[src/hdl/fir49_pkg.sv]
// fir49_pkg: shared types, widths and default tap weights for the 49-tap fir filter
// no dependencies; imported by every module of the filter but fir49_ram
`timescale 1ns / 1ps

package fir49_pkg;

    // fixed field widths
    localparam int COEF_W              = 24;
    localparam int OUT_W               = 26;
    localparam int IDX_W               = 6;
    localparam int OUT_TDATA_W         = 32;
    localparam int TAP_ARG_W           = 9;

    // defaults for the top-level parameters
    localparam int DEFAULT_NUM_TAPS    = 49;
    localparam int DEFAULT_FRAC_BITS   = 21;
    localparam int DEFAULT_SAMPLE_BITS = 16;

    // number of default taps held in the table below
    localparam int DEFAULT_TAP_COUNT   = 49;

    // default low-pass weights, signed with 21 fraction bits
    localparam logic signed [COEF_W-1:0] DEFAULT_TAPS [DEFAULT_TAP_COUNT] = '{
        24'sd9733,    24'sd15471,   -24'sd5049,   -24'sd14911,  24'sd6848,
        24'sd128,     -24'sd19624,  24'sd8336,    24'sd9183,    -24'sd27925,
        24'sd6391,    24'sd23983,   -24'sd37599,  -24'sd2252,   24'sd46682,
        -24'sd47138,  -24'sd22805,  24'sd83041,   -24'sd55201,  -24'sd70793,
        24'sd157703,  -24'sd60603,  -24'sd252402, 24'sd603816,  24'sd1335599,
        24'sd603816,  -24'sd252402, -24'sd60603,  24'sd157703,  -24'sd70793,
        -24'sd55201,  24'sd83041,   -24'sd22805,  -24'sd47138,  24'sd46682,
        -24'sd2252,   -24'sd37599,  24'sd23983,   24'sd6391,    -24'sd27925,
        24'sd9183,    24'sd8336,    -24'sd19624,  24'sd128,     24'sd6848,
        -24'sd14911,  -24'sd5049,   24'sd15471,   24'sd9733
    };

    // sequencer states
    typedef enum logic [1:0] {
        ST_IDLE,
        ST_MAC,
        ST_SCALE,
        ST_EMIT
    } t_state;

    // control from the sequencer to the multiply-accumulate unit
    typedef struct packed {
        logic clear;
        logic mul_en;
        logic acc_en;
        logic scale;
    } t_mac_ctrl;

    // reset weight of one tap; taps past the default set are zero
    function automatic logic signed [COEF_W-1:0] default_tap(input logic [TAP_ARG_W-1:0] idx);
        logic signed [COEF_W-1:0] w;
        w = '0;
        if (idx < TAP_ARG_W'(DEFAULT_TAP_COUNT)) begin
            w = DEFAULT_TAPS[idx[IDX_W-1:0]];
        end
        return w;
    endfunction

endpackage

[src/hdl/fir_filter_49_tap.sv]
// fir_filter_49_tap: top level of the 49-tap fir filter, stream ports and storage
// depends on fir49_pkg, fir49_ram, fir49_mac, fir49_seq
`timescale 1ns / 1ps

// Direct-form FIR filter over NUM_TAPS taps with one shared multiplier. A beat with
// tuser low carries a sample: it enters the delay line (a circular buffer in ram) and,
// when filtering is enabled, the sequencer walks every tap through the single
// multiply-accumulate unit, one tap per cycle. After the tap walk the sum is scaled and
// the output stage loads the filtered beat into the output register; the next beat is
// taken only once the sequencer is back in idle, so no new sample enters while one is
// being filtered. With filtering disabled the raw sample goes straight to the output
// stage. A held output beat keeps the sequencer in its output stage and holds off the
// next input beat. A beat with tuser high writes one coefficient as it is taken and
// gives no output beat; an index past the last tap is ignored. The output register
// holds a finished result while the next beat is taken. Coefficients reset to the
// default low-pass weights and the delay line to zero at once through per-entry valid
// bits, so no clearing pass follows reset.

module fir_filter_49_tap
    import fir49_pkg::*;
#(
    parameter int NUM_TAPS    = DEFAULT_NUM_TAPS,
    parameter int FRAC_BITS   = DEFAULT_FRAC_BITS,
    parameter int SAMPLE_BITS = DEFAULT_SAMPLE_BITS,
    localparam int IN_TDATA_W = ((SAMPLE_BITS + IDX_W + COEF_W + 7) / 8) * 8
) (
    input  logic                   i_clk,
    input  logic                   i_rst_n,
    // configuration: filter_enable
    input  logic                   i_cfg_we,
    input  logic                   i_cfg_wdata,
    // input stream
    input  logic                   s_axis_tvalid,
    output logic                   s_axis_tready,
    input  logic [IN_TDATA_W-1:0]  s_axis_tdata,  // sample, coef_index, coef_value, zero pad
    input  logic                   s_axis_tuser,  // op
    // output stream
    output logic                   m_axis_tvalid,
    input  logic                   m_axis_tready,
    output logic [OUT_TDATA_W-1:0] m_axis_tdata   // filtered, zero pad
);

    localparam int TAP_AW = (NUM_TAPS > 1) ? $clog2(NUM_TAPS) : 1;
    localparam int PTR_W  = TAP_AW + 1;

    // input beat fields
    logic signed [SAMPLE_BITS-1:0] in_sample;
    logic [IDX_W-1:0]              in_coef_index;
    logic signed [COEF_W-1:0]      in_coef_value;

    assign in_sample     = s_axis_tdata[SAMPLE_BITS-1:0];
    assign in_coef_index = s_axis_tdata[SAMPLE_BITS +: IDX_W];
    assign in_coef_value = s_axis_tdata[SAMPLE_BITS + IDX_W +: COEF_W];

    t_state                  state;
    t_mac_ctrl               mac_ctrl;
    logic [TAP_AW-1:0]       tap;
    logic                    emit;
    logic                    in_beat;
    logic                    coef_we;
    logic                    samp_we;
    logic                    out_free;
    logic                    r_enable;
    logic [TAP_AW-1:0]       r_ptr;
    logic [TAP_AW-1:0]       ptr_next;
    logic [PTR_W-1:0]        ptr_diff;
    logic [TAP_AW-1:0]       d_raddr;
    logic [TAP_AW-1:0]       coef_waddr;
    logic [NUM_TAPS-1:0]     r_dvalid;
    logic [NUM_TAPS-1:0]     r_cvalid;
    logic                    r_dvld_rd;
    logic                    r_cvld_rd;
    logic [TAP_AW-1:0]       r_caddr_rd;
    logic [SAMPLE_BITS-1:0]  d_rdata;
    logic [COEF_W-1:0]       c_rdata;
    logic signed [SAMPLE_BITS-1:0] mac_sample;
    logic signed [COEF_W-1:0]      mac_coef;
    logic signed [OUT_W-1:0]       mac_result;
    logic signed [OUT_W-1:0]       r_raw;
    logic                          r_use_raw;
    logic                          r_out_valid;
    logic [OUT_W-1:0]              r_out_data;

    // handshake on the input side
    assign s_axis_tready = (state == ST_IDLE);
    assign in_beat       = s_axis_tvalid && s_axis_tready;
    assign coef_we       = in_beat && s_axis_tuser &&
                           (TAP_ARG_W'(in_coef_index) < TAP_ARG_W'(NUM_TAPS));
    assign samp_we       = in_beat && !s_axis_tuser;
    assign coef_waddr    = TAP_AW'(in_coef_index);
    assign out_free      = !r_out_valid || m_axis_tready;

    // filter enable register
    always_ff @(posedge i_clk) begin
        if (!i_rst_n) begin
            r_enable <= 1'b0;
        end else if (i_cfg_we) begin
            r_enable <= i_cfg_wdata;
        end
    end

    // newest-sample pointer of the circular delay line
    assign ptr_next = (r_ptr == TAP_AW'(NUM_TAPS - 1)) ? '0 : r_ptr + TAP_AW'(1);

    always_ff @(posedge i_clk) begin
        if (!i_rst_n) begin
            r_ptr <= '0;
        end else if (samp_we) begin
            r_ptr <= ptr_next;
        end
    end

    // tap k of the delay line sits k places behind the newest sample
    assign ptr_diff = PTR_W'(r_ptr) - PTR_W'(tap);
    assign d_raddr  = (r_ptr >= tap) ? TAP_AW'(ptr_diff)
                                     : TAP_AW'(ptr_diff + PTR_W'(NUM_TAPS));

    // valid bits: an entry never written reads as its reset value
    always_ff @(posedge i_clk) begin
        if (!i_rst_n) begin
            r_dvalid <= '0;
            r_cvalid <= '0;
        end else begin
            if (samp_we) begin
                r_dvalid[ptr_next] <= 1'b1;
            end
            if (coef_we) begin
                r_cvalid[coef_waddr] <= 1'b1;
            end
        end
    end

    // valid flags and coefficient address aligned with the registered ram reads
    always_ff @(posedge i_clk) begin
        r_dvld_rd  <= r_dvalid[d_raddr];
        r_cvld_rd  <= r_cvalid[tap];
        r_caddr_rd <= tap;
    end

    fir49_ram #(
        .WIDTH  (SAMPLE_BITS),
        .DEPTH  (NUM_TAPS),
        .ADDR_W (TAP_AW)
    ) u_delay_ram (
        .i_clk   (i_clk),
        .i_we    (samp_we),
        .i_waddr (ptr_next),
        .i_wdata (in_sample),
        .i_raddr (d_raddr),
        .o_rdata (d_rdata)
    );

    fir49_ram #(
        .WIDTH  (COEF_W),
        .DEPTH  (NUM_TAPS),
        .ADDR_W (TAP_AW)
    ) u_coef_ram (
        .i_clk   (i_clk),
        .i_we    (coef_we),
        .i_waddr (coef_waddr),
        .i_wdata (in_coef_value),
        .i_raddr (tap),
        .o_rdata (c_rdata)
    );

    // operands for the multiplier
    assign mac_sample = r_dvld_rd ? $signed(d_rdata) : '0;
    assign mac_coef   = r_cvld_rd ? $signed(c_rdata) : default_tap(TAP_ARG_W'(r_caddr_rd));

    fir49_seq #(
        .NUM_TAPS (NUM_TAPS),
        .TAP_AW   (TAP_AW)
    ) u_seq (
        .i_clk       (i_clk),
        .i_rst_n     (i_rst_n),
        .i_start_mac (samp_we && r_enable),
        .i_start_raw (samp_we && !r_enable),
        .i_out_free  (out_free),
        .o_state     (state),
        .o_tap       (tap),
        .o_ctrl      (mac_ctrl),
        .o_emit      (emit)
    );

    fir49_mac #(
        .NUM_TAPS    (NUM_TAPS),
        .FRAC_BITS   (FRAC_BITS),
        .SAMPLE_BITS (SAMPLE_BITS)
    ) u_mac (
        .i_clk    (i_clk),
        .i_ctrl   (mac_ctrl),
        .i_coef   (mac_coef),
        .i_sample (mac_sample),
        .o_result (mac_result)
    );

    // raw sample kept for the pass-through path
    always_ff @(posedge i_clk) begin
        if (samp_we) begin
            r_raw     <= OUT_W'(in_sample);
            r_use_raw <= !r_enable;
        end
    end

    // output register
    always_ff @(posedge i_clk) begin
        if (!i_rst_n) begin
            r_out_valid <= 1'b0;
        end else if (emit) begin
            r_out_valid <= 1'b1;
        end else if (m_axis_tready) begin
            r_out_valid <= 1'b0;
        end
    end

    always_ff @(posedge i_clk) begin
        if (emit) begin
            r_out_data <= r_use_raw ? r_raw : mac_result;
        end
    end

    assign m_axis_tvalid = r_out_valid;
    assign m_axis_tdata  = OUT_TDATA_W'(r_out_data);

`ifndef ASSERT_OFF
    // a coefficient write completes in the cycle it is taken
    a_coef_stays_idle: assert property (@(posedge i_clk) disable iff (!i_rst_n)
        (in_beat && s_axis_tuser) |=> (state == ST_IDLE))
        else $error("coefficient beat left the idle state");

    // a sample with filtering off goes straight to the output stage
    a_raw_to_emit: assert property (@(posedge i_clk) disable iff (!i_rst_n)
        (samp_we && !r_enable) |=> (state == ST_EMIT))
        else $error("pass-through sample did not reach the output stage");

    // the output register is only loaded when it is free
    a_no_overwrite: assert property (@(posedge i_clk) disable iff (!i_rst_n)
        emit |-> (!r_out_valid || m_axis_tready))
        else $error("result loaded over a pending output beat");

    // the accumulator is only stepped while walking the taps
    a_acc_in_mac: assert property (@(posedge i_clk) disable iff (!i_rst_n)
        (mac_ctrl.acc_en || mac_ctrl.mul_en) |-> (state == ST_MAC))
        else $error("multiply-accumulate stepped outside the tap walk");
`endif

endmodule

[src/hdl/fir49_ram.sv]
// fir49_ram: generic single-port-write, single-port-read ram with registered read data
// no dependencies
`timescale 1ns / 1ps

module fir49_ram #(
    parameter int WIDTH  = 16,
    parameter int DEPTH  = 49,
    parameter int ADDR_W = (DEPTH > 1) ? $clog2(DEPTH) : 1
) (
    input  logic              i_clk,
    input  logic              i_we,
    input  logic [ADDR_W-1:0] i_waddr,
    input  logic [WIDTH-1:0]  i_wdata,
    input  logic [ADDR_W-1:0] i_raddr,
    output logic [WIDTH-1:0]  o_rdata
);

    logic [WIDTH-1:0] r_mem [DEPTH];
    logic [WIDTH-1:0] r_rdata;

    // write port
    always_ff @(posedge i_clk) begin
        if (i_we) begin
            r_mem[i_waddr] <= i_wdata;
        end
    end

    // registered read port
    always_ff @(posedge i_clk) begin
        r_rdata <= r_mem[i_raddr];
    end

    assign o_rdata = r_rdata;

endmodule

[src/hdl/fir49_mac.sv]
// fir49_mac: shared multiply-accumulate unit with scaling toward zero
// depends on fir49_pkg (t_mac_ctrl, widths)
`timescale 1ns / 1ps

module fir49_mac
    import fir49_pkg::*;
#(
    parameter int NUM_TAPS    = DEFAULT_NUM_TAPS,
    parameter int FRAC_BITS   = DEFAULT_FRAC_BITS,
    parameter int SAMPLE_BITS = DEFAULT_SAMPLE_BITS
) (
    input  logic                          i_clk,
    input  t_mac_ctrl                     i_ctrl,
    input  logic signed [COEF_W-1:0]      i_coef,
    input  logic signed [SAMPLE_BITS-1:0] i_sample,
    output logic signed [OUT_W-1:0]       o_result
);

    localparam int PROD_W = COEF_W + SAMPLE_BITS;
    localparam int ACC_W  = PROD_W + $clog2(NUM_TAPS + 1);

    logic signed [PROD_W-1:0] r_prod;
    logic signed [ACC_W-1:0]  r_acc;
    logic signed [ACC_W-1:0]  n_acc;
    logic signed [ACC_W-1:0]  bias;
    logic signed [ACC_W-1:0]  biased;
    logic signed [ACC_W-1:0]  shifted;
    logic signed [OUT_W-1:0]  r_result;

    // product register, one tap per cycle
    always_ff @(posedge i_clk) begin
        if (i_ctrl.mul_en) begin
            r_prod <= i_coef * i_sample;
        end
    end

    // accumulator
    always_comb begin
        n_acc = r_acc;
        if (i_ctrl.clear) begin
            n_acc = '0;
        end else if (i_ctrl.acc_en) begin
            n_acc = r_acc + ACC_W'(r_prod);
        end
    end

    always_ff @(posedge i_clk) begin
        r_acc <= n_acc;
    end

    // divide by 2^frac, truncating toward zero: bias negative sums before the shift
    assign bias    = r_acc[ACC_W-1] ? $signed({{(ACC_W-FRAC_BITS){1'b0}}, {FRAC_BITS{1'b1}}})
                                    : '0;
    assign biased  = r_acc + bias;
    assign shifted = biased >>> FRAC_BITS;

    always_ff @(posedge i_clk) begin
        if (i_ctrl.scale) begin
            r_result <= shifted[OUT_W-1:0];
        end
    end

    assign o_result = r_result;

endmodule

[src/hdl/fir49_filter_top_note.sv]
// fir49_seq: tap sequencer, walks the taps and steers the shared multiply-accumulate unit
// depends on fir49_pkg (t_state, t_mac_ctrl)
`timescale 1ns / 1ps

module fir49_seq
    import fir49_pkg::*;
#(
    parameter int NUM_TAPS = DEFAULT_NUM_TAPS,
    parameter int TAP_AW   = (NUM_TAPS > 1) ? $clog2(NUM_TAPS) : 1
) (
    input  logic              i_clk,
    input  logic              i_rst_n,
    input  logic              i_start_mac,
    input  logic              i_start_raw,
    input  logic              i_out_free,
    output t_state            o_state,
    output logic [TAP_AW-1:0] o_tap,
    output t_mac_ctrl         o_ctrl,
    output logic              o_emit
);

    localparam int CNT_W = $clog2(NUM_TAPS + 2);

    t_state           r_state;
    t_state           n_state;
    logic [CNT_W-1:0] r_cnt;
    logic [CNT_W-1:0] n_cnt;

    // state and tap counter
    always_ff @(posedge i_clk) begin
        if (!i_rst_n) begin
            r_state <= ST_IDLE;
            r_cnt   <= '0;
        end else begin
            r_state <= n_state;
            r_cnt   <= n_cnt;
        end
    end

    // next state and unit control
    always_comb begin
        n_state       = r_state;
        n_cnt         = r_cnt;
        o_ctrl        = '0;
        o_emit        = 1'b0;
        unique case (r_state)
            ST_IDLE: begin
                o_ctrl.clear = 1'b1;
                n_cnt        = '0;
                if (i_start_mac) begin
                    n_state = ST_MAC;
                end else if (i_start_raw) begin
                    n_state = ST_EMIT;
                end
            end
            ST_MAC: begin
                // ram read issued at a tap's count, then the product is registered, then accumulated
                o_ctrl.mul_en = (r_cnt >= CNT_W'(1)) && (r_cnt <= CNT_W'(NUM_TAPS));
                o_ctrl.acc_en = (r_cnt >= CNT_W'(2));
                n_cnt         = r_cnt + CNT_W'(1);
                if (r_cnt == CNT_W'(NUM_TAPS + 1)) begin
                    n_state = ST_SCALE;
                end
            end
            ST_SCALE: begin
                o_ctrl.scale = 1'b1;
                n_state      = ST_EMIT;
            end
            ST_EMIT: begin
                if (i_out_free) begin
                    o_emit  = 1'b1;
                    n_state = ST_IDLE;
                end
            end
            default: begin
                n_state = ST_IDLE;
            end
        endcase
    end

    assign o_state = r_state;
    assign o_tap   = r_cnt[TAP_AW-1:0];

endmodule

[config.mk]
export PLATFORM = sky130hd
export DESIGN_NAME = fir_filter_49_tap
export DESIGN_NICKNAME = d
export VERILOG_FILES = /design/src/hdl/fir49_pkg.sv /design/src/hdl/fir_filter_49_tap.sv /design/src/hdl/fir49_ram.sv /design/src/hdl/fir49_mac.sv /design/src/hdl/fir49_filter_top_note.sv
export SDC_FILE = /design/constraint.sdc
export NUM_CORES = 2
export LEC_CHECK = 0
export ABC_AREA = 1
export BUFFER_PORTS_ARGS = -buffer_cell sky130_fd_sc_hd__buf_2
export CAP_MARGIN = 15
export CORE_ASPECT_RATIO = 0.7
export CORE_MARGIN = 2
export CORE_UTILIZATION = 30
export CTS_CLUSTER_DIAMETER = 150
export DETAILED_ROUTE_END_ITERATION = 6
export PLACE_DENSITY = 0.55
export SETUP_SLACK_MARGIN = 0.2
export SLEW_MARGIN = 20
export SYNTH_ARGS = -nofsm -noshare
export SYNTH_HDL_FRONTEND = slang
export SYNTH_SLANG_ARGS = --single-unit
[constraint.sdc]
create_clock -name i_clk -period 7.5 [get_ports i_clk]
set_clock_uncertainty 0.1 [all_clocks]
set_input_delay 1.5 -clock i_clk [delete_from_list [all_inputs] [get_ports i_clk]]
set_output_delay 1.5 -clock i_clk [all_outputs]
set_load 0.03 [all_outputs]
==> results by group <==
Logic synthesis
  – Post-synth top area share: 0.5593
  – Mapped Cells: 10.65k
  – Post-synth EDFFs: 2067
  – Top_reg_cell synth: edfxtp_1
  – YS warnings: 0
  – Yosys top cell by area: edfxtp_1
  – Post-synthesis sequential area ratio: 0.5969
  – Asr flop ratio synth: 0
  – Synth area leaders: edfxtp_1, fa_1, nand2_1
  – Post-Syn Area: 0.1110 mm2
  – Yosys cell types: 59
  – Syn Area/Cell: 10.42 um2
  – Flops & latches, synth: 2275

GRT
  – GRT Overall Usage: 0.1710
  – GRT overflow: 0
  – Initial antenna violation count: 16
  – First-pass GRT wire length: 485900 um
  – Vias in the first global route: 71.83k
  – Largest net degree at the start of global routing: 171

Detailed routing
  – DRT Wirelength: 331400 um
  – Vias per cell: 4.889
  – Drt pass-1 iters: 7
  – Residual DRC count: 1
  – Drt wl/cell: 20.87 um
  – Remaining antenna violation count: 0
  – Via count: 77.64k
  – DRC violation total after the first TritonRoute iteration: 8595

Place
  – Place WS: -0.1083 ns
  – Dpl cells: 15.44k
  – Port Buffers: 80
  – DP Area: 0.1186 mm2
  – DP HPWL: 202300 um
  – GPL Wtd Cong: 0.9154

Layout
  – Fin nets: 11.43k
  – Final Core Density: 0.3449
  – Layout cell share with drive strength beyond 1: 0.09889
  – # fillers: 36.71k
  – Cell Count, Final, Fillers Out: 15.88k
  – Area growth from synthesis to layout: 14.20%
  – Final Instance Area: 0.1267 mm2

Die
  – Die X: 730.9 um
  – Initial core utilization: 0.3020
  – I/O pin count: 89
  – Die area: 0.3749 mm2
  – DIE HEIGHT: 512.9 um
  – Row count: 186
  – Core footprint: 0.3675 mm2

Setup path
  – Slowest CP cell: fa_2
  – Critical-path maximum fanout: 13
  – Critical Path End Type: register
  – Crit-path max cell delay: 0.64 ns
  – R2R cell count: 30
  – WP data arrival: 7.63 ns
  – CP required: 8.02 ns
  – Crit path kind: reg2reg
  – CP most frequent cell: fa_1
  – CP Launch Type: register

Min path
  – Worst hold path cell count: 0
  – Path type of the worst min-delay path: reg2reg

Timing
  – Slew @ Worst Pin: 1.185 ns
  – Post-layout minimum cycle time: 7.111 ns
  – Slew Limit Fails: 0
  – Fmax: 140.6 MHz
  – Slack of the critical path: 0.3891 ns
  – Hold Slack: 0.3458 ns
  – Final clock period utilization by the worst path: 0.9481
  – Slew headroom: 0.2080
  – RSZ-0062 raised after global routing: false
  – Final setup fails: 0
  – Endpoints failing hold: 0

CTS
  – Post-CTS Hold Buffers: 0
  – Longest Clk Path Bufs: 4
  – Root Driver: clkbuf_16
  – H-tree levels: 4
  – CTS tree: done
  – Clk slew on worst S/H paths: 0.06 ns
  – Clock sink count: 2275
  – Cts bufs inserted: 210
  – Clk_lat worst skew: 0.88 ns

Power and ir drop
  – P per Cell Area: 406.2 mW/mm2
  – LEAKAGE: 48.70 nW
  – VDD IR max: 462.4 uV

Status
  – Status: finished, violations left
  – Violated checks: DRC

Flow run
  – Max_cap viols: 0
[routing by layer]
layer	global-route usage	wire length [um]	part of all wire	up-vias
met1	0.2666	158300	0.48	38250
met4	0.02920	5753	0.017	16
met3	0.03400	29500	0.089	381
met5	0	101	0.00030	-
met2	0.2455	137700	0.42	2858
li1	-	-	-	36140
[layout make-up]
type,instances,area (um2),share of cell area
Antenna cell,11,27.53,0.0002172
Clock buffer,294,5774,0.04557
Clock inverter,91,838.3,0.006615
Inverter,1458,5524,0.04359
Multi-Input combinational cell,6399,38430,0.3032
Sequential cell,2275,66260,0.5229
Tap cell,4888,6116,0.04826
Timing Repair Buffer,465,3760,0.02967
[through the flow]
step                power, mW  TNS [ns]
detailed placement      39.14   -0.2730
CTS                     49.82         0
global route            54.92         0
global placement        39.08  -0.06436
finish                  51.48         0
floorplan               29.85         0
[kinds of logic after synthesis]
kind of cell,after synthesis,share of synthesized area
other,1,0.00003379
buffers and inverters,1977,0.06918
adder cells (fa/ha/maj),568,0.08948
AND/OR/NAND/NOR,4077,0.1499
AO/OA/AOI/OAI,1646,0.08605
multiplexers,16,0.001612
XOR/XNOR,86,0.006923
flip-flops,2275,0.5969
[sequential cells by signal, indices dropped and copies added, names as in the netlist, 2 cells and up]
register,count
u_mac.r_prod,40
u_seq.o_tap,6
r_caddr_rd,6
r_cvalid,49
r_raw,16
r_ptr,6
u_seq.o_state,2
r_dvalid,49
u_delay_ram.o_rdata,16
u_delay_ram.r_mem,784
r_out_data,25
u_mac.r_acc,46
u_coef_ram.r_mem,1176
u_mac.o_result,25
u_coef_ram.o_rdata,24
[cells in the mapped netlist, drive strengths merged (192+ instances only)]
library cell,count
inv,1446
o21ai,816
edfxtp,2067
nand3,703
fa,376
o22ai,192
ha,192
nand2,1821
a21oi,279
nor2,1395
clkbuf,346
dfxtp,208
[critical path, delay by kind of cell (launching register included)]
family	cells	cell delay (ns)
fa+ha+maj	8	3.63
xor+xnor	1	0.17
flops	1	0.34
simple gates	9	0.94
buf+inv	8	0.79
compound gates	4	0.88
[path summary, 6_finish.rpt]
| path | start | to | slack (ns) |
|---|---|---|---|
| min | u_seq.o_tap[4] | r_caddr_rd[4] | 0.35 |
| min reg2reg | u_seq.o_tap[4] | r_caddr_rd[4] | 0.35 |
| max reg2reg | r_caddr_rd[1] | u_mac.r_prod[32] | 0.39 |
| max | r_caddr_rd[1] | u_mac.r_prod[32] | 0.39 |
[power breakdown]
group	total, mW	switching, mW	internal (mW)
sequential	14.7	0.205	14.5
combinational	26.1	17.3	8.85
clock	10.7	4.84	5.83
[layout by cell type, fill, tap and decap left out, types with 15 or more instances in the layout]
master / Yosys / final
buf_2: 136 / 73
nor2_1: 1393 / 1292
buf_6: 0 / 15
nor2_4: 0 / 38
o21bai_1: 17 / 16
nand2_2: 5 / 23
o21ai_0: 771 / 747
inv_2: 8 / 35
buf_4: 23 / 349
inv_1: 1438 / 1405
o21ai_1: 38 / 45
nand4_1: 55 / 55
clkinv_1: 12 / 40
a21oi_1: 278 / 257
a21o_1: 19 / 19
xor2_1: 57 / 55
clkinv_2: 0 / 25
fa_1: 376 / 363
nor2_2: 2 / 65
clkbuf_1: 346 / 67
nand2_1: 1814 / 1786
o22ai_1: 192 / 191
nor3_1: 38 / 33
xnor2_1: 27 / 27
ha_4: 0 / 22
a31oi_1: 29 / 25
buf_12: 0 / 22
o21a_1: 25 / 24
mux2_2: 15 / 15
edfxtp_1: 2067 / 2067
nand3_1: 702 / 700
nand3b_1: 34 / 34
ha_1: 192 / 166
dfxtp_1: 208 / 198
a21oi_2: 0 / 19
o211ai_1: 109 / 109
o221ai_1: 110 / 110
clkbuf_16: 0 / 213
[repair_timing]
item                       4_1_cts  5_1_grt
setup buffers                    0       37
pin swaps                        0       84
gates resized for setup         26      279
cloned                           0        1
setup endpoints to repair       17       27
(Power assumes the default switching activity.)
